**src/sv/ksld_pkg.sv**
```systemverilog
// ----------------------------------------------------------------------------
// ksld_pkg
// Shared types and constants for the keyboard serial link device.
// ----------------------------------------------------------------------------
package ksld_pkg;

	typedef enum logic [2:0] {
		PH_IDLE       = 3'd0,
		PH_RX_LOW     = 3'd1,
		PH_RX_HIGH    = 3'd2,
		PH_WAIT_READY = 3'd3,
		PH_TX_SETUP   = 3'd4,
		PH_TX_LOW     = 3'd5,
		PH_TX_HIGH    = 3'd6,
		PH_UNUSED     = 3'd7
	} phase_t;

	localparam logic [2:0] CFG_RX_LOW    = 3'd0;
	localparam logic [2:0] CFG_RX_SAMPLE = 3'd1;
	localparam logic [2:0] CFG_RX_HIGH   = 3'd2;
	localparam logic [2:0] CFG_TX_SETUP  = 3'd3;
	localparam logic [2:0] CFG_TX_LOW    = 3'd4;
	localparam logic [2:0] CFG_TX_HIGH   = 3'd5;
	localparam logic [2:0] CFG_TIMEOUT   = 3'd6;

	localparam logic [7:0] CMD_INQUIRY = 8'h10;
	localparam logic [7:0] CMD_INSTANT = 8'h14;
	localparam logic [7:0] CMD_MODEL   = 8'h16;
	localparam logic [7:0] CMD_TEST    = 8'h36;
	localparam logic [7:0] ANS_NULL    = 8'h7B;
	localparam logic [7:0] ANS_MODEL   = 8'h0B;
	localparam logic [7:0] ANS_ACK     = 8'h7D;
	localparam logic [7:0] ANS_NAK     = 8'h77;

	localparam logic [7:0] KEY_CAPS    = 8'h39;
	localparam logic [7:0] KEY_KP_STAR = 8'h55;
	localparam logic [7:0] KEY_KP_PLUS = 8'h57;
	localparam logic [6:0] SCAN_SHIFT  = 7'h38;
	localparam logic [6:0] SCAN_EIGHT  = 7'h1C;
	localparam logic [6:0] SCAN_EQUAL  = 7'h18;
	localparam logic [7:0] NO_SCAN     = 8'hFF;

	typedef struct packed {
		logic [2:0] cnt;
		logic [7:0] b0;
		logic [7:0] b1;
		logic [7:0] b2;
		logic [7:0] b3;
		logic       caps_toggle;
	} key_push_t;

	function automatic logic [7:0] scan_lookup(input logic [7:0] c);
		logic [7:0] s;
		s = NO_SCAN;
		unique case (c)
			8'h04: s = 8'h00; 8'h05: s = 8'h0B; 8'h06: s = 8'h08; 8'h07: s = 8'h02;
			8'h08: s = 8'h0E; 8'h09: s = 8'h03; 8'h0A: s = 8'h05; 8'h0B: s = 8'h04;
			8'h0C: s = 8'h22; 8'h0D: s = 8'h26; 8'h0E: s = 8'h28; 8'h0F: s = 8'h25;
			8'h10: s = 8'h2E; 8'h11: s = 8'h2D; 8'h12: s = 8'h1F; 8'h13: s = 8'h23;
			8'h14: s = 8'h0C; 8'h15: s = 8'h0F; 8'h16: s = 8'h01; 8'h17: s = 8'h11;
			8'h18: s = 8'h20; 8'h19: s = 8'h09; 8'h1A: s = 8'h0D; 8'h1B: s = 8'h07;
			8'h1C: s = 8'h10; 8'h1D: s = 8'h06; 8'h1E: s = 8'h12; 8'h1F: s = 8'h13;
			8'h20: s = 8'h14; 8'h21: s = 8'h15; 8'h22: s = 8'h17; 8'h23: s = 8'h16;
			8'h24: s = 8'h1A; 8'h25: s = 8'h1C; 8'h26: s = 8'h19; 8'h27: s = 8'h1D;
			8'h28: s = 8'h24; 8'h29: s = 8'h35; 8'h2A: s = 8'h33; 8'h2B: s = 8'h30;
			8'h2C: s = 8'h31; 8'h2D: s = 8'h1B; 8'h2E: s = 8'h18; 8'h2F: s = 8'h21;
			8'h30: s = 8'h1E; 8'h31: s = 8'h2A; 8'h33: s = 8'h29; 8'h34: s = 8'h27;
			8'h35: s = 8'h32; 8'h36: s = 8'h2B; 8'h37: s = 8'h2F; 8'h38: s = 8'h2C;
			8'h39: s = 8'h39; 8'h4F: s = 8'h42; 8'h50: s = 8'h48; 8'h51: s = 8'h4D;
			8'h52: s = 8'h46; 8'h53: s = 8'h47; 8'h54: s = 8'h2C; 8'h55: s = 8'h02;
			8'h56: s = 8'h1B; 8'h57: s = 8'h16; 8'h58: s = 8'h24; 8'h59: s = 8'h12;
			8'h5A: s = 8'h13; 8'h5B: s = 8'h14; 8'h5C: s = 8'h15; 8'h5D: s = 8'h17;
			8'h5E: s = 8'h16; 8'h5F: s = 8'h1A; 8'h60: s = 8'h1C; 8'h61: s = 8'h19;
			8'h62: s = 8'h1D; 8'h63: s = 8'h2F; 8'h67: s = 8'h18; 8'hE0: s = 8'h37;
			8'hE1: s = 8'h38; 8'hE2: s = 8'h3A; 8'hE3: s = 8'h36; 8'hE4: s = 8'h37;
			8'hE5: s = 8'h38; 8'hE6: s = 8'h7C; 8'hE7: s = 8'h7B;
			default: s = NO_SCAN;
		endcase
		return s;
	endfunction

	function automatic logic [7:0] pack_scan(input logic [6:0] s, input logic brk);
		return {brk | s[6], s[5:0], 1'b1};
	endfunction

endpackage

```
**src/sv/ksld_key_decode.sv**
```systemverilog
// ----------------------------------------------------------------------------
// ksld_key_decode
// Translates one key event into up to four packed ring bytes.
// ----------------------------------------------------------------------------
module ksld_key_decode (
	input  logic [15:0]         usage_code,
	input  logic                is_release,
	input  logic                is_media,
	input  logic                caps_q,
	output ksld_pkg::key_push_t push
);
	logic [7:0] scan;
	logic [7:0] code8;

	assign code8 = usage_code[7:0];
	assign scan  = ksld_pkg::scan_lookup(code8);

	always_comb begin
		push = '0;
		if (!is_media && usage_code[15:8] == 8'd0) begin
			if (code8 == ksld_pkg::KEY_CAPS) begin
				if (!is_release) begin
					push.cnt         = 3'd1;
					push.caps_toggle = 1'b1;
					push.b0 = ksld_pkg::pack_scan(ksld_pkg::KEY_CAPS[6:0], caps_q);
				end
			end else if (code8 == ksld_pkg::KEY_KP_STAR || code8 == ksld_pkg::KEY_KP_PLUS) begin
				if (!is_release) begin
					push.cnt = 3'd4;
					push.b0 = ksld_pkg::pack_scan(ksld_pkg::SCAN_SHIFT, 1'b0);
					push.b1 = ksld_pkg::pack_scan((code8 == ksld_pkg::KEY_KP_STAR) ?
						ksld_pkg::SCAN_EIGHT : ksld_pkg::SCAN_EQUAL, 1'b0);
					push.b2 = ksld_pkg::pack_scan((code8 == ksld_pkg::KEY_KP_STAR) ?
						ksld_pkg::SCAN_EIGHT : ksld_pkg::SCAN_EQUAL, 1'b1);
					push.b3 = ksld_pkg::pack_scan(ksld_pkg::SCAN_SHIFT, 1'b1);
				end
			end else if (scan != ksld_pkg::NO_SCAN) begin
				push.cnt = 3'd1;
				push.b0  = ksld_pkg::pack_scan(scan[6:0], is_release);
			end
		end
	end
endmodule

```
**src/sv/keyboard_serial_link_device_top.sv**
```systemverilog
// ----------------------------------------------------------------------------
// keyboard_serial_link_device_top
// Device side of a clocked keyboard link with a key-event ring.
// ----------------------------------------------------------------------------
// Input requests on s_axis: tuser = req_type (1 = key event, 0 = line tick),
// tdata = clock_line_in, data_line_in, usage_code, is_release, is_media.
// One result request per input on m_axis with drive levels, link phase,
// caps state, ring level, drop flag, command done and answer byte.
// A tick steps from accept through a ring read, then the link update that
// registers its result; the next request is taken the cycle after.
// A key event makes one ring write per packed byte, so a keypad shifted
// sequence uses four writes of the single ring write port; a new request
// is taken only once the last one has set its result.
// The result register lets the next request in while a result waits; that
// request then holds before its ring read or its first ring write until
// m_axis takes the waiting result.
// Reset clears pointers, caps, phase, counters and sets both lines released;
// ring contents are undefined until written. Configuration writes take
// effect at once and are to be made only while idle; the block does not enforce it.
// ----------------------------------------------------------------------------
module keyboard_serial_link_device_top #(
	parameter int RING_DEPTH = 32
) (
	input  logic        clk,
	input  logic        arst_n,
	input  logic        cfg_we,
	input  logic [2:0]  cfg_index,
	input  logic [7:0]  cfg_wdata,
	input  logic        s_axis_tvalid,
	output logic        s_axis_tready,
	// tdata: clock_line_in[0], data_line_in[1], usage_code[17:2],
	// is_release[18], is_media[19], zero[23:20]
	input  logic [23:0] s_axis_tdata,
	// tuser: req_type
	input  logic        s_axis_tuser,
	output logic        m_axis_tvalid,
	input  logic        m_axis_tready,
	// tdata: clock_drive[0], data_drive[1], link_phase[4:2], caps_state[5],
	// queue_level[10:6], event_dropped[11], command_done[12],
	// answer_byte[20:13], zero[23:21]
	output logic [23:0] m_axis_tdata
);
	localparam int PW = $clog2(RING_DEPTH);

	logic [7:0] cfg_q [7];
	logic [7:0] ring [RING_DEPTH];
	logic [7:0] rd_data_s2;

	logic [PW-1:0] wptr_q, rptr_q;
	logic          caps_q;
	ksld_pkg::phase_t phase_q;
	logic [7:0] tick_q, rxs_q, txs_q;
	logic [3:0] bit_q;
	logic       clk_lv_q, dat_lv_q;

	// stage s1: key busy or tick waiting for ring read
	logic busy_s1, tick_s1, drop_s1;
	logic clkin_s1, datin_s1;
	ksld_pkg::key_push_t push_s1;
	logic [2:0] pidx_s1;

	logic        out_v_q;
	logic [23:0] out_q;

	ksld_pkg::key_push_t push_c;
	ksld_key_decode u_dec (
		.usage_code(s_axis_tdata[17:2]),
		.is_release(s_axis_tdata[18]),
		.is_media  (s_axis_tdata[19]),
		.caps_q    (caps_q),
		.push      (push_c)
	);

	logic acc, can_out;
	assign can_out       = !out_v_q || m_axis_tready;
	assign s_axis_tready = !busy_s1;
	assign acc           = s_axis_tvalid && s_axis_tready;
	assign m_axis_tvalid = out_v_q;
	assign m_axis_tdata  = out_q;

	function automatic logic [PW-1:0] nxt(input logic [PW-1:0] p);
		return (p == PW'(RING_DEPTH - 1)) ? '0 : p + 1'b1;
	endfunction

	// key push step
	logic       key_act, ring_full, key_last, do_wr;
	logic [7:0] wr_byte;
	assign key_act   = busy_s1 && !tick_s1 && can_out;
	assign ring_full = nxt(wptr_q) == rptr_q;
	assign key_last  = pidx_s1 + 3'd1 >= push_s1.cnt;
	assign do_wr     = key_act && push_s1.cnt != 3'd0 && !ring_full;
	always_comb begin
		unique case (pidx_s1[1:0])
			2'd0: wr_byte = push_s1.b0;
			2'd1: wr_byte = push_s1.b1;
			2'd2: wr_byte = push_s1.b2;
			default: wr_byte = push_s1.b3;
		endcase
	end

	always_ff @(posedge clk) begin
		if (do_wr) ring[wptr_q] <= wr_byte;
		rd_data_s2 <= ring[rptr_q];
	end

	// link step in tick stage 2
	logic tick_go;
	assign tick_go = busy_s1 && tick_s1 && !pidx_s1[0];

	ksld_pkg::phase_t ph_n;
	logic [7:0] tk_n, rx_n, tx_n, ans_n, tk_inc;
	logic [3:0] bit_n;
	logic cl_n, dl_n, done_n, deq_n;
	assign tk_inc = tick_q + 8'd1;

	always_comb begin
		ph_n = phase_q; tk_n = tick_q; rx_n = rxs_q; tx_n = txs_q;
		bit_n = bit_q; cl_n = clk_lv_q; dl_n = dat_lv_q;
		done_n = 1'b0; deq_n = 1'b0; ans_n = 8'd0;
		unique case (phase_q)
			ksld_pkg::PH_RX_LOW: begin
				cl_n = 1'b0; tk_n = tk_inc;
				if (tk_inc >= cfg_q[ksld_pkg::CFG_RX_LOW]) begin
					tk_n = '0; ph_n = ksld_pkg::PH_RX_HIGH;
				end
			end
			ksld_pkg::PH_RX_HIGH: begin
				cl_n = 1'b1; tk_n = tk_inc;
				if (tk_inc == cfg_q[ksld_pkg::CFG_RX_SAMPLE]) rx_n = {rxs_q[6:0], datin_s1};
				if (tk_inc >= cfg_q[ksld_pkg::CFG_RX_HIGH]) begin
					tk_n = '0; bit_n = bit_q + 4'd1;
					if (bit_q + 4'd1 >= 4'd8) begin
						bit_n = '0; ph_n = ksld_pkg::PH_WAIT_READY; done_n = 1'b1;
						if (rx_n == ksld_pkg::CMD_INQUIRY || rx_n == ksld_pkg::CMD_INSTANT) begin
							if (wptr_q == rptr_q) ans_n = ksld_pkg::ANS_NULL;
							else begin
								ans_n = rd_data_s2; deq_n = 1'b1;
							end
						end else if (rx_n == ksld_pkg::CMD_MODEL) ans_n = ksld_pkg::ANS_MODEL;
						else if (rx_n == ksld_pkg::CMD_TEST) ans_n = ksld_pkg::ANS_ACK;
						else ans_n = ksld_pkg::ANS_NAK;
						tx_n = ans_n;
					end else ph_n = ksld_pkg::PH_RX_LOW;
				end
			end
			ksld_pkg::PH_WAIT_READY: begin
				cl_n = 1'b1; dl_n = 1'b1;
				if (datin_s1) begin
					tk_n = '0; ph_n = ksld_pkg::PH_TX_SETUP;
				end else begin
					tk_n = tk_inc;
					if (tk_inc >= cfg_q[ksld_pkg::CFG_TIMEOUT]) begin
						tk_n = '0; ph_n = ksld_pkg::PH_IDLE;
					end
				end
			end
			ksld_pkg::PH_TX_SETUP: begin
				cl_n = 1'b1; dl_n = txs_q[7]; tk_n = tk_inc;
				if (tk_inc >= cfg_q[ksld_pkg::CFG_TX_SETUP]) begin
					tk_n = '0; ph_n = ksld_pkg::PH_TX_LOW;
				end
			end
			ksld_pkg::PH_TX_LOW: begin
				cl_n = 1'b0; tk_n = tk_inc;
				if (tk_inc >= cfg_q[ksld_pkg::CFG_TX_LOW]) begin
					tk_n = '0; ph_n = ksld_pkg::PH_TX_HIGH;
				end
			end
			ksld_pkg::PH_TX_HIGH: begin
				cl_n = 1'b1; tk_n = tk_inc;
				if (tk_inc >= cfg_q[ksld_pkg::CFG_TX_HIGH]) begin
					tk_n = '0; bit_n = bit_q + 4'd1; tx_n = {txs_q[6:0], 1'b0};
					if (bit_q + 4'd1 >= 4'd8) begin
						bit_n = '0; dl_n = 1'b1; ph_n = ksld_pkg::PH_IDLE;
					end else ph_n = ksld_pkg::PH_TX_SETUP;
				end
			end
			default: begin
				cl_n = 1'b1; dl_n = 1'b1; ph_n = ksld_pkg::PH_IDLE;
				if (clkin_s1 && !datin_s1) begin
					bit_n = '0; rx_n = '0; tk_n = '0; ph_n = ksld_pkg::PH_RX_LOW;
				end
			end
		endcase
	end

	logic [PW-1:0] wptr_n, rptr_n;
	logic [PW:0]   lvl;
	logic [4:0]    lvl5;
	logic          caps_n, key_fin, drop_n, res_set;
	assign wptr_n  = do_wr ? nxt(wptr_q) : wptr_q;
	assign rptr_n  = (tick_go && deq_n) ? nxt(rptr_q) : rptr_q;
	assign caps_n  = caps_q ^ (key_act && push_s1.caps_toggle);
	assign key_fin = key_act && (push_s1.cnt == 3'd0 || key_last);
	assign drop_n  = drop_s1 | (key_act && push_s1.cnt != 3'd0 && ring_full);
	assign res_set = tick_go || key_fin;
	assign lvl     = {1'b0, wptr_n} - {1'b0, rptr_n} + ((wptr_n < rptr_n) ?
		(PW+1)'(RING_DEPTH) : '0);
	assign lvl5    = 5'(lvl);

	always_ff @(posedge clk or negedge arst_n) begin
		if (!arst_n) begin
			cfg_q[0] <= 8'd11; cfg_q[1] <= 8'd5; cfg_q[2] <= 8'd13; cfg_q[3] <= 8'd2;
			cfg_q[4] <= 8'd10; cfg_q[5] <= 8'd10; cfg_q[6] <= 8'd120;
			wptr_q <= '0; rptr_q <= '0; caps_q <= 1'b0;
			phase_q <= ksld_pkg::PH_IDLE; tick_q <= '0; bit_q <= '0;
			rxs_q <= '0; txs_q <= '0; clk_lv_q <= 1'b1; dat_lv_q <= 1'b1;
			busy_s1 <= 1'b0; tick_s1 <= 1'b0; pidx_s1 <= '0; drop_s1 <= 1'b0;
			out_v_q <= 1'b0; out_q <= '0;
		end else begin
			if (cfg_we && cfg_index <= ksld_pkg::CFG_TIMEOUT) cfg_q[cfg_index] <= cfg_wdata;
			out_v_q <= res_set || (out_v_q && !m_axis_tready);
			wptr_q <= wptr_n; rptr_q <= rptr_n; caps_q <= caps_n;
			if (acc) begin
				busy_s1 <= 1'b1; tick_s1 <= !s_axis_tuser; drop_s1 <= 1'b0;
				pidx_s1 <= {2'b00, !s_axis_tuser};
			end else if (busy_s1 && tick_s1 && pidx_s1[0] && can_out) begin
				// ring read data now valid; evaluate next cycle
				pidx_s1 <= '0;
			end else if (tick_go) begin
				busy_s1 <= 1'b0;
				phase_q <= ph_n; tick_q <= tk_n; bit_q <= bit_n; rxs_q <= rx_n;
				txs_q <= tx_n; clk_lv_q <= cl_n; dat_lv_q <= dl_n;
				out_q <= {3'd0, ans_n, done_n, 1'b0, 5'(lvl5), caps_q, ph_n, dl_n, cl_n};
			end else if (key_act) begin
				drop_s1 <= drop_n;
				pidx_s1 <= pidx_s1 + 3'd1;
				if (key_fin) begin
					busy_s1 <= 1'b0;
					out_q <= {3'd0, 8'd0, 1'b0, drop_n, lvl5, caps_n, phase_q,
						dat_lv_q, clk_lv_q};
				end
			end
		end
	end

	always_ff @(posedge clk) begin
		if (acc) begin
			push_s1  <= push_c;
			clkin_s1 <= s_axis_tdata[0];
			datin_s1 <= s_axis_tdata[1];
		end
	end

`ifndef SYNTH
	a_no_dual_step: assert property (@(posedge clk) disable iff (!arst_n)
		!(tick_go && key_act && !tick_s1)) else $error("tick and key overlap");
	a_level_bound: assert property (@(posedge clk) disable iff (!arst_n)
		lvl <= (PW+1)'(RING_DEPTH - 1)) else $error("ring overfilled");
	a_no_accept_busy: assert property (@(posedge clk) disable iff (!arst_n)
		acc |-> !busy_s1) else $error("accept while busy");
	a_deq_nonempty: assert property (@(posedge clk) disable iff (!arst_n)
		(tick_go && deq_n) |-> (wptr_q != rptr_q)) else $error("dequeue empty");
`endif
endmodule

```
**config.mk**
```make
export PLATFORM = sky130hd
export DESIGN_NAME = keyboard_serial_link_device_top
export DESIGN_NICKNAME = d
export VERILOG_FILES = /design/src/sv/ksld_pkg.sv /design/src/sv/ksld_key_decode.sv /design/src/sv/keyboard_serial_link_device_top.sv
export SDC_FILE = /design/constraint.sdc
export NUM_CORES = 1
export LEC_CHECK = 0
export BUFFER_PORTS_ARGS = -buffer_cell sky130_fd_sc_hd__buf_2
export CAP_MARGIN = 20
export CORE_MARGIN = 2
export CORE_UTILIZATION = 50
export CTS_CLUSTER_DIAMETER = 120
export DETAILED_ROUTE_END_ITERATION = 8
export HOLD_SLACK_MARGIN = 0.06
export PLACE_DENSITY = 0.65
export SETUP_SLACK_MARGIN = 0.2
export SLEW_MARGIN = 20
export SYNTH_ARGS = -nofsm -noshare
export SYNTH_HDL_FRONTEND = slang
export SYNTH_HIERARCHICAL = 1
export SYNTH_SLANG_ARGS = --single-unit
export TNS_END_PERCENT = 10
```
**constraint.sdc**
```tcl
create_clock -name clk -period 13.7 [get_ports clk]
set_input_delay 2.055 -clock clk [delete_from_list [all_inputs] [get_ports clk]]
set_output_delay 2.055 -clock clk [all_outputs]
set_load 0.02 [all_outputs]
```
==> Word-level counts from Yosys, hierarchy flattened <==
Memories as Yosys holds them, arrays and structs flattened. A register that Yosys moved wholly into a read port is not among the register bits.
Index checks and enable logic that the tools add are counted.
{ "word_totals": {"regBits": 169, "ramBits": 256, "romBits": 2048, "inputBits": 41, "out_inout_bits": 26, "word_cells": 237, "n_memories": 2} }
{ "classes": {"add_sub_neg": 7, "order_cmp": 11, "eq_ne": 27, "mux": 84, "bitwise": 10, "reduce_logical": 63} }
{ "memory_table": {"columns": ["name", "words", "width", "read_ports", "rd_clocked_by_memory_dff", "write_ports", "line", "text"], "rows": [
  ["(no name shown)", 256, 8, 1, 0, 0, "ksld_pkg.sv:55", "unique case (c)"],
  ["ring", 32, 8, 1, 1, 1, "keyboard_serial_link_device_top.sv:46", "logic [7:0] ring [RING_DEPTH];"]
]} }
{ "op_table": {"columns": ["op", "n"], "rows": [
  ["2-to-1 mux 8 bit", 19],
  ["2-to-1 mux 24 bit", 3],
  ["bitwise mux 56 bit", 1],
  ["greater-or-equal comparator 8 bit", 6],
  ["one-hot mux 8 bit (6 select lines)", 1],
  ["2-to-1 mux 3 bit", 13],
  ["2-to-1 mux 35 bit", 1],
  ["one-hot mux 8 bit (2 select lines)", 2],
  ["demux 8 bit (select 3 bit)", 1],
  ["== test 8 x 5 -> 1 bit (second input constant)", 3],
  ["2-to-1 mux 1 bit", 24],
  ["one-hot mux 8 bit (3 select lines)", 1],
  ["2-to-1 mux 11 bit", 2],
  ["2-to-1 mux 4 bit", 5],
  ["2-to-1 mux 5 bit", 4],
  ["logical AND 1 bit", 18],
  ["2-to-1 mux 9 bit", 2],
  ["one-hot mux 3 bit (6 select lines)", 1],
  ["== test 8 x 6 -> 1 bit (second input constant)", 2],
  ["== test 8 x 7 -> 1 bit (second input constant)", 2],
  ["nonzero test 3 bit", 5],
  ["AND reduction 7 bit", 2],
  ["one-hot mux 4 bit (3 select lines)", 1],
  ["adder 5 x 1 -> 5 bit (second input constant)", 2],
  ["other kinds (42)", 81]
]} }

==> Longest topological paths before layout <==
Gate-level depths: netlist (run 1).
{ "logic_depth": {"depth_word": 17, "mapped_depth": 20, "ltp_nobuf": 20} }

==> Modules after synthesis <==
Netlist (run 1), hierarchy kept.
{ "by_module_without_submodules": {"columns": ["module", "n_inst", "cells_per_inst", "area_per_inst_um2", "seq_area_each_um2"], "rows": [
  ["keyboard_serial_link_device_top", 1, 1364, 18985.7, 12215.5],
  ["ksld_key_decode", 1, 233, 1586.5, 0.0]
]} }

==> Worst setup path after synthesis (run 1) <==
Ideal clock, no wire load.
{ "synth_path": {"path_type": "register to register", "start": "register tick_q[0]", "end": "register out_q[10] (netlist: m_axis_tdata[10])", "setup_ns": 0.131, "arrival_time_ns": 4.471, "required_ns": 13.569, "path_slack_ns": 9.098, "stages_incl_launch_ff": 21, "path_buffers": 0, "period_less_slack_ns": 4.602, "path_cell_list": "dfrtp_1 ha_1 and3_1 and3_1 xor2_1 ha_1 o21a_1 nor2_1 nor4_1 nand2_1 nor3_2 nand2b_1 o21ai_0 ha_1 inv_1 fa_1 a21o_1 a21oi_1 xor2_1 xnor2_1 o21ai_1"} }
{ "synth_between": {"elab_chain_cells": 17, "word_cells_on_any_way": 19, "cone_classes": "3 x add/sub; 1 x order compare; 3 x eq/ne; 10 x mux; 2 x reduce/logical"} }
{ "synth_rtl": {"columns": ["item", "line", "text"], "rows": [
  ["start, declared", "keyboard_serial_link_device_top.sv:52", "logic [7:0] tick_q, rxs_q, txs_q;"],
  ["start signal, assigned", "keyboard_serial_link_device_top.sv:222", "phase_q <= ph_n; tick_q <= tk_n; bit_q <= bit_n; rxs_q <= rx_n;"],
  ["adder 8 x 1 -> 8 bit (*)", "keyboard_serial_link_device_top.sv:114", "assign tk_inc = tick_q + 8'd1;"],
  ["== test 8 bit", "keyboard_serial_link_device_top.sv:129", "if (tk_inc == cfg_q[ksld_pkg::CFG_RX_SAMPLE]) rx_n = {rxs_q[6:0], datin_s1};"],
  ["2-to-1 mux 8 bit", "keyboard_serial_link_device_top.sv:129", null],
  ["2-to-1 mux 8 bit", "keyboard_serial_link_device_top.sv:120", "unique case (phase_q)"],
  ["== test 8 x 5 -> 1 bit", "keyboard_serial_link_device_top.sv:134", "if (rx_n == ksld_pkg::CMD_INQUIRY || rx_n == ksld_pkg::CMD_INSTANT) begin"],
  ["logical OR 1 bit", "keyboard_serial_link_device_top.sv:134", null],
  ["2-to-1 mux 1 bit", "keyboard_serial_link_device_top.sv:134", null],
  ["2-to-1 mux 1 bit", "keyboard_serial_link_device_top.sv:132", "if (bit_q + 4'd1 >= 4'd8) begin"],
  ["[... 2 more ...]", null, null],
  ["logical AND 1 bit (*)", "keyboard_serial_link_device_top.sv:192", "assign rptr_n = (tick_go && deq_n) ? nxt(rptr_q) : rptr_q;"],
  ["2-to-1 mux 5 bit (*)", "keyboard_serial_link_device_top.sv:192", null],
  ["net rptr_n[0]", "keyboard_serial_link_device_top.sv:187", "logic [PW-1:0] wptr_n, rptr_n;"],
  ["subtractor 5 bit (*)", "keyboard_serial_link_device_top.sv:197", "assign lvl = {1'b0, wptr_n} - {1'b0, rptr_n} + ((wptr_n < rptr_n) ?"],
  ["adder 5 bit (*)", "keyboard_serial_link_device_top.sv:197", null],
  ["2-to-1 mux 24 bit", "keyboard_serial_link_device_top.sv:228", "if (key_fin) begin"],
  ["2-to-1 mux 24 bit", "keyboard_serial_link_device_top.sv:225", "end else if (key_act) begin"],
  ["2-to-1 mux 24 bit (*)", "keyboard_serial_link_device_top.sv:220", "end else if (tick_go) begin"],
  ["end signal, assigned", "keyboard_serial_link_device_top.sv:224", "out_q <= {3'd0, ans_n, done_n, 1'b0, 5'(lvl5), caps_q, ph_n, dl_n, cl_n};"],
  ["end signal, assigned", "keyboard_serial_link_device_top.sv:230", "out_q <= {3'd0, 8'd0, 1'b0, drop_n, lvl5, caps_n, phase_q,"],
  ["end, declared", "keyboard_serial_link_device_top.sv:63", "logic [23:0] out_q;"]
]} }
Mark *: on every way through the listed nets, which the timed path passes. The rest lies on a longest branch. The select of a mux whose other input is x is not followed.
A chain may end at the register's enable or synchronous reset.

==> Final worst setup path (run 1) <==
Same ends and word-level chain as after synthesis.

==> results_dict.tcl, run 1 <==
set metrics [dict create \
    drc 0 \
    yosys_warnings 6 \
    final_common_cell "edfxtp_1" \
    end_kind "register" \
    grt_pass1_wl_microns 69700 \
    ant_nets 0 \
    crit_type "reg -> reg" \
    numPortBuffers 59 \
    r2r_end "m_axis_tdata[10]$_DFFE_PN0P_" \
    gr-usage-all-layers 0.209 \
    fin_crit_sh 0.426 \
    ys_types 86 \
    fp-row-count 74 \
    cts_root_buf "clkbuf_16" \
    avgSynthCellArea_sq_um 12.9 \
    die_h_microns 207 \
    grt_start_max_net_pins 74 \
    grt_pass1_vias 12627 \
    setup.worst_path.start_class "register" \
    cts.sinks 430 \
    post_drt_wl_per_cell_microns 20.0 \
    dp_cells 2118 \
    hold_ws_ns 0.480 \
    max-slew-margin-rel 0.264 \
    maxSlewViolCount 0 \
    overflow 0 \
    drv_cap 0 \
    clk_pin_slew_ns 0.06 \
    gp_congestion 0.873 \
    rrSetupSlack_ns 7.87 \
    tightest_slew_ns 1.10 \
    reg2reg_from "tick_q[0]$_DFFE_PN0P_" \
    startpoint "tick_q[0]$_DFFE_PN0P_" \
    firstDrtPassIters 5 \
    viasPerCell 5.82 \
    async_reset_ff_frac 0.298 \
    core_area_sq_um 40700 \
    layout_common_cells "edfxtp_1 (294), nand2_1 (129), nor2_1 (109), dfrtp_1 (107), o21ai_0 (101)" \
    dp_hpwl_microns 28600 \
    setup_viol 0 \
    antenna_cells 0 \
    finClkSkew_ns 0.0398 \
    fmax_ghz 0.171 \
    drt-initial-drc-count 991 \
    crit_required_ns 14.09 \
    hp-class "reg -> reg" \
    synth_cells 1597 \
    numCtsBuffers 43 \
    clk_latency_ns 0.58 \
    synth-edff-count 294 \
    hold_violations 0 \
    syn_area_sq_um 20600 \
    run_status "finished clean" \
    ys_ff_latch 430 \
    via_count 12792 \
    worstPathArrival_ns 6.22 \
    worst_r2r_path_depth 20 \
    holdPathStages 2 \
    ctsHoldBuffers 0 \
    fp.dieW_microns 207 \
    boundaryPins 67 \
    pwr_density_cell_nw_per_um2 169 \
    p_leak_nw 8.47 \
    ys_seq_area_frac 0.594 \
    timing.final.ws_setup_ns 7.87 \
    cts_resized 0 \
    grt_setup_unrepaired "no" \
    clockBufferDepth 3 \
    min_period_ns 5.83 \
    final_cells 2197 \
    final_layout_size_suffix_gt1_frac 0.162 \
    nets 1753 \
    post_cts_buffers 0 \
    syn_to_final_growth_pct 10.7 \
    critPathMaxFanout 11 \
    total_power_mw 3.84 \
    htree_levels 2 \
    setup_tns_ns 0 \
    cts_tree "done" \
    start_util 0.505 \
    drt-total-wl_microns 44000 \
    crit_end "m_axis_tdata[10]$_DFFE_PN0P_" \
    dieArea_sq_um 42800 \
    post-place-ws_ns 7.83 \
    grt_antenna_before_repair 0 \
    synth-main-ff-cell "edfxtp_1" \
    peakVddDrop_mv 0.0883 \
]
## kinds of logic (layout without fill, tap and decap cells)
| family | count (synthesis) | in the layout | share of synthesized area |
|---|---|---|---|
| AND/OR/NAND/NOR | 383 | 383 | 0.0892 |
| AO/OA/AOI/OAI | 327 | 327 | 0.106 |
| multiplexers | 162 | 162 | 0.104 |
| other | 2 | 14 | 0.000365 |
| adder cells (fa/ha/maj) | 81 | 81 | 0.0496 |
| flip-flops | 430 | 430 | 0.594 |
| XOR/XNOR | 34 | 34 | 0.0178 |
| buffers and inverters | 178 | 234 | 0.0395 |
## synthesized netlist by cell type, types with 13 or more instances
cell type / n / area (sq um)
edfxtp_1: 294 / 8830
nand2_1: 129 / 484
dfrtp_1: 109 / 2730
nor2_1: 109 / 409
o21ai_0: 101 / 505
mux2i_1: 81 / 811
ha_1: 80 / 1000
inv_1: 78 / 293
a21oi_1: 54 / 270
mux2_2: 43 / 484
clkbuf_1: 42 / 158
mux4_2: 36 / 811
buf_4: 34 / 255
nand2b_1: 29 / 181
o221ai_1: 27 / 236
nand3_1: 23 / 115
nor3_1: 23 / 115
a21o_1: 20 / 150
dfstp_2: 19 / 499
xnor2_1: 15 / 131
a22o_1: 14 / 123
buf_2: 14 / 70.1
o22ai_1: 14 / 87.6
xor2_1: 14 / 123
nor2b_1: 13 / 81.3
## critical path: stages, from the launching register on
cell      delay [ns]
dfrtp_1         0.61
ha_1            0.30
and3_1          0.23
and3_1          0.24
xor2_1          0.60
ha_1            0.29
o21a_1          0.11
nor2_1          0.05
nor4_1          0.45
nand2_1         0.36
nor3_2          0.46
nand2b_1        0.20
o21ai_0         0.31
ha_1            0.21
inv_1           0.06
fa_1            0.41
a21o_1          0.17
a21oi_1         0.17
xor2_1          0.19
xnor2_1         0.14
o21ai_1         0.07
## registers in the layout, indices dropped and copies added, names as in the netlist, 4 cells and up
name          count
push_s1          36
rd_data_s2        8
rxs_q             8
cfg_q            56
rptr_q            5
wptr_q            5
txs_q             8
bit_q             4
ring            256
m_axis_tdata     21
tick_q            8
## area by class of cell
class                   instances  area [sq um]
clock inverters                19           268
clock buffers                  60          1220
inverters                      82           308
flip-flops and latches        430         12200
repair buffers                 73           407
well taps                     532           666
multi-input cells            1001          7680
fillers                      3348         18000
## per-layer routing
metal | wire length [microns] | track usage | up-vias
li1 | - | - | 6003
met2 | 21800 | 0.356 | 298
met3 | 1910 | 0.0281 | 56
met4 | 848 | 0.0514 | 0
met1 | 19400 | 0.286 | 6435
met5 | 0 | 0 | -
## power breakdown
group	switching [mW]	internal, mW
clock network	0.504	0.722
logic	0.550	0.283
registers	0.0896	1.70
total	1.14	2.70
## through the flow
step,util,cell area (sq um)
floorplan,-,20600
finish,0.559,22800
global route,0.559,22800
CTS,0.559,22800
global placement,0.522,21300
detailed placement,0.522,21300
## how the worst min path moves through the flow
stage	startpoint	to
6_report	m_axis_tdata[18]$_DFFE_PN0P_	m_axis_tdata[18]$_DFFE_PN0P_
5_1_grt	m_axis_tdata[19]$_DFFE_PN0P_	m_axis_tdata[19]$_DFFE_PN0P_
4_1_cts	m_axis_tdata[9]$_DFFE_PN0P_	m_axis_tdata[9]$_DFFE_PN0P_
3_5_place_dp	m_axis_tdata[9]$_DFFE_PN0P_	m_axis_tdata[9]$_DFFE_PN0P_
3_3_place_gp	m_axis_tdata[9]$_DFFE_PN0P_	m_axis_tdata[9]$_DFFE_PN0P_
2_1_floorplan	rd_data_s2[7]$_DFF_P_	m_axis_tdata[20]$_DFFE_PN0P_
Power figures use the tool's default switching activity.
==> inputs of run 2 (changes only) <==
Settings changed: ABC_AREA from default to 1.
Clock period 13.7 ns to 5.5 ns, I/O delays scaled along.
==> run 2 against run 1 <==
Against the previous run: non-clock buffer count is 5 higher; flip-flop and latch count unchanged; routed wire length up 13%.
==> results_dict.tcl, run 2 <==
set metrics [dict create \
    run_status "finished clean" \
    dp_cells 2635 \
    core_area_sq_um 41000 \
    via_count 15107 \
    layout_common_cells "nand2_1 (394), edfxtp_1 (294), nor2_1 (269), o21ai_0 (257), inv_1 (167)" \
    drc 0 \
    post_cts_buffers 0 \
    overflow 0 \
    grt_pass1_wl_microns 77700 \
    htree_levels 2 \
    ant_nets 0 \
    ys_seq_area_frac 0.585 \
    grt_pass1_vias 14382 \
    gp_congestion 0.874 \
    grt_setup_unrepaired "no" \
    tightest_slew_ns 0.908 \
    dieArea_sq_um 43400 \
    avgSynthCellArea_sq_um 9.85 \
    synthTopCellsByArea "edfxtp_1 (42%), dfrtp_1 (13%), nand2_1 (7.1%), o21ai_0 (6.4%), nor2_1 (4.9%)" \
    yosysTopAreaCellShare 0.423 \
    crit_path_frequent_cell "nand2_1" \
    ys_ff_latch 430 \
    clk_pin_slew_ns 0.06 \
    maxSlewViolCount 0 \
    setup_tns_ns 0 \
    viasPerCell 5.56 \
    numPortBuffers 59 \
    final_common_cell "nand2_1" \
    start_util 0.509 \
    clockBufferDepth 3 \
    synth_common_cells "nand2_1 (394), edfxtp_1 (294), nor2_1 (270)" \
    crit_required_ns 5.96 \
    boundaryPins 67 \
    top_regs "ring (256), cfg_q (56), push_s1 (36)" \
    grt_antenna_before_repair 0 \
    fp-row-count 74 \
    fmax_ghz 0.212 \
    synth_cells 2120 \
    ys_types 61 \
    cpMaxStageDelayCell "dfrtp_1" \
    gr-usage-all-layers 0.229 \
    largest-register "ring" \
    final_cells 2718 \
    hold_violations 0 \
    fin_crit_sh 0.857 \
    fp.dieW_microns 208 \
    drt-total-wl_microns 49500 \
    largest_register_ffs 256 \
    dp_hpwl_microns 32100 \
    grt_start_max_net_pins 87 \
    async_reset_ff_frac 0.298 \
    setup.worst_path.start_class "register" \
    final_core_util 0.560 \
    finClkSkew_ns 0.0325 \
    cts_root_buf "clkbuf_16" \
    synth-main-ff-cell "edfxtp_1" \
    yosys.area.top_type "edfxtp_1" \
    die_h_microns 208 \
    worstPathArrival_ns 5.17 \
    drt-initial-drc-count 1316 \
    nets 2273 \
    crit_type "reg -> reg" \
    startpoint "tick_q[0]$_DFFE_PN0P_" \
    peakVddDrop_mv 0.397 \
    reg2reg_from "tick_q[0]$_DFFE_PN0P_" \
    antenna_cells 0 \
    cts_resized 0 \
    clk_latency_ns 0.60 \
    min_period_ns 4.72 \
    end_kind "register" \
    synth-edff-count 294 \
    critPathMaxFanout 10 \
    pwr_density_cell_nw_per_um2 430 \
    numCtsBuffers 46 \
    syn_to_final_growth_pct 9.98 \
    yosys_warnings 6 \
    firstDrtPassIters 5 \
    max-slew-margin-rel 0.394 \
    cts.sinks 430 \
    p_leak_nw 9.52 \
    postLayoutCellArea_sq_um 23000 \
    final_layout_size_suffix_gt1_frac 0.114 \
    cts_tree "done" \
    max_stage_delay_ns 0.62 \
    synth.most_common_cell "nand2_1" \
    place_area_sq_um 21500 \
    hp-class "in -> async" \
    ctsHoldBuffers 0 \
    setup_viol 0 \
    post_drt_wl_per_cell_microns 18.2 \
    syn_area_sq_um 20900 \
    drv_cap 0 \
]
-- run 2: changes by cell type in the layout (fill, tap and decap cells not counted), sizes merged, moves of 29 or more --
| cell | delta |
|---|---|
| inv | +100 |
| nor2 | +180 |
| nand2b | -29 |
| o21ai | +175 |
| nand2 | +290 |
| mux2i | -82 |
| nand3 | +68 |
| mux4 | -36 |
| o22ai | +72 |
| mux2 | -44 |
-- run 2: cell type report --
cell class | count | area, sq um
Inverter | 183 | 691
Clock inverter | 24 | 244
Fill cell | 3563 | 18000
Tap cell | 532 | 666
Sequential cell | 430 | 12200
Multi-Input combinational cell | 1412 | 7490
Clock buffer | 59 | 1210
Timing Repair Buffer | 78 | 444
-- run 2: critical path, delay by kind of cell, from the launching register on --
family,cells,cell delay [ns]
simple gates,15,1.94
compound gates,2,0.26
buf+inv,4,0.45
flops,1,0.62
xor+xnor,1,0.16
fa+ha+maj,4,1.16
-- run 2: stage by stage --
stage / total power [mW] / worst slack (ns) / hold WS [ns]
2_1_floorplan: 6.09 / 1.53 / 0.436
3_3_place_gp: 6.85 / 0.884 / 0.454
3_5_place_dp: 6.94 / 0.824 / 0.458
4_1_cts: 9.93 / 0.792 / 0.278
5_1_grt: 10.4 / 0.368 / 0.303
6_report: 9.87 / 0.785 / 0.248
-- run 2: metal layers --
layer	wire length (microns)	part of all wire	GRT usage	vias up
li1	-	-	-	7334
met1	22500	0.45	0.326	7255
met2	22800	0.46	0.357	434
met3	3140	0.063	0.0408	84
met4	1150	0.023	0.0714	0
met5	0	0	0	-
-- run 2: report_power, final --
part,total [mW],internal [mW],switching [mW]
logic,2.40,0.669,1.73
registers,4.48,4.27,0.210
clock network,2.98,1.71,1.28
total,9.87,6.65,3.22
-- run 2: worst paths after layout --
kind / slack, ns / end / cells after the start
worst max-delay path: 0.78 / m_axis_tdata[10]$_DFFE_PN0P_ / 26
worst min-delay path: 0.25 / cfg_q[50]$_DFFE_PN0P_ / 1
worst max register to register: 0.78 / m_axis_tdata[10]$_DFFE_PN0P_ / 26
worst min register to register: 0.47 / m_axis_tdata[5]$_DFFE_PN0P_ / 2
max in group asynchronous: 4.10 / m_axis_tdata[3]$_DFFE_PN0P_ / 2
min in group clk: 0.43 / datin_s1$_DFFE_PP_ / 1
-- run 2: kinds of logic (layout without fill, tap and decap cells) --
logic type | Yosys count | after routing | share of synthesized area
fa+ha+maj | 81 | 81 | 0.0489
buf+inv | 290 | 344 | 0.0602
simple gates | 836 | 836 | 0.174
other cells | 2 | 14 | 0.000360
flops | 430 | 430 | 0.585
xor+xnor | 16 | 16 | 0.00761
compound gates | 465 | 465 | 0.124
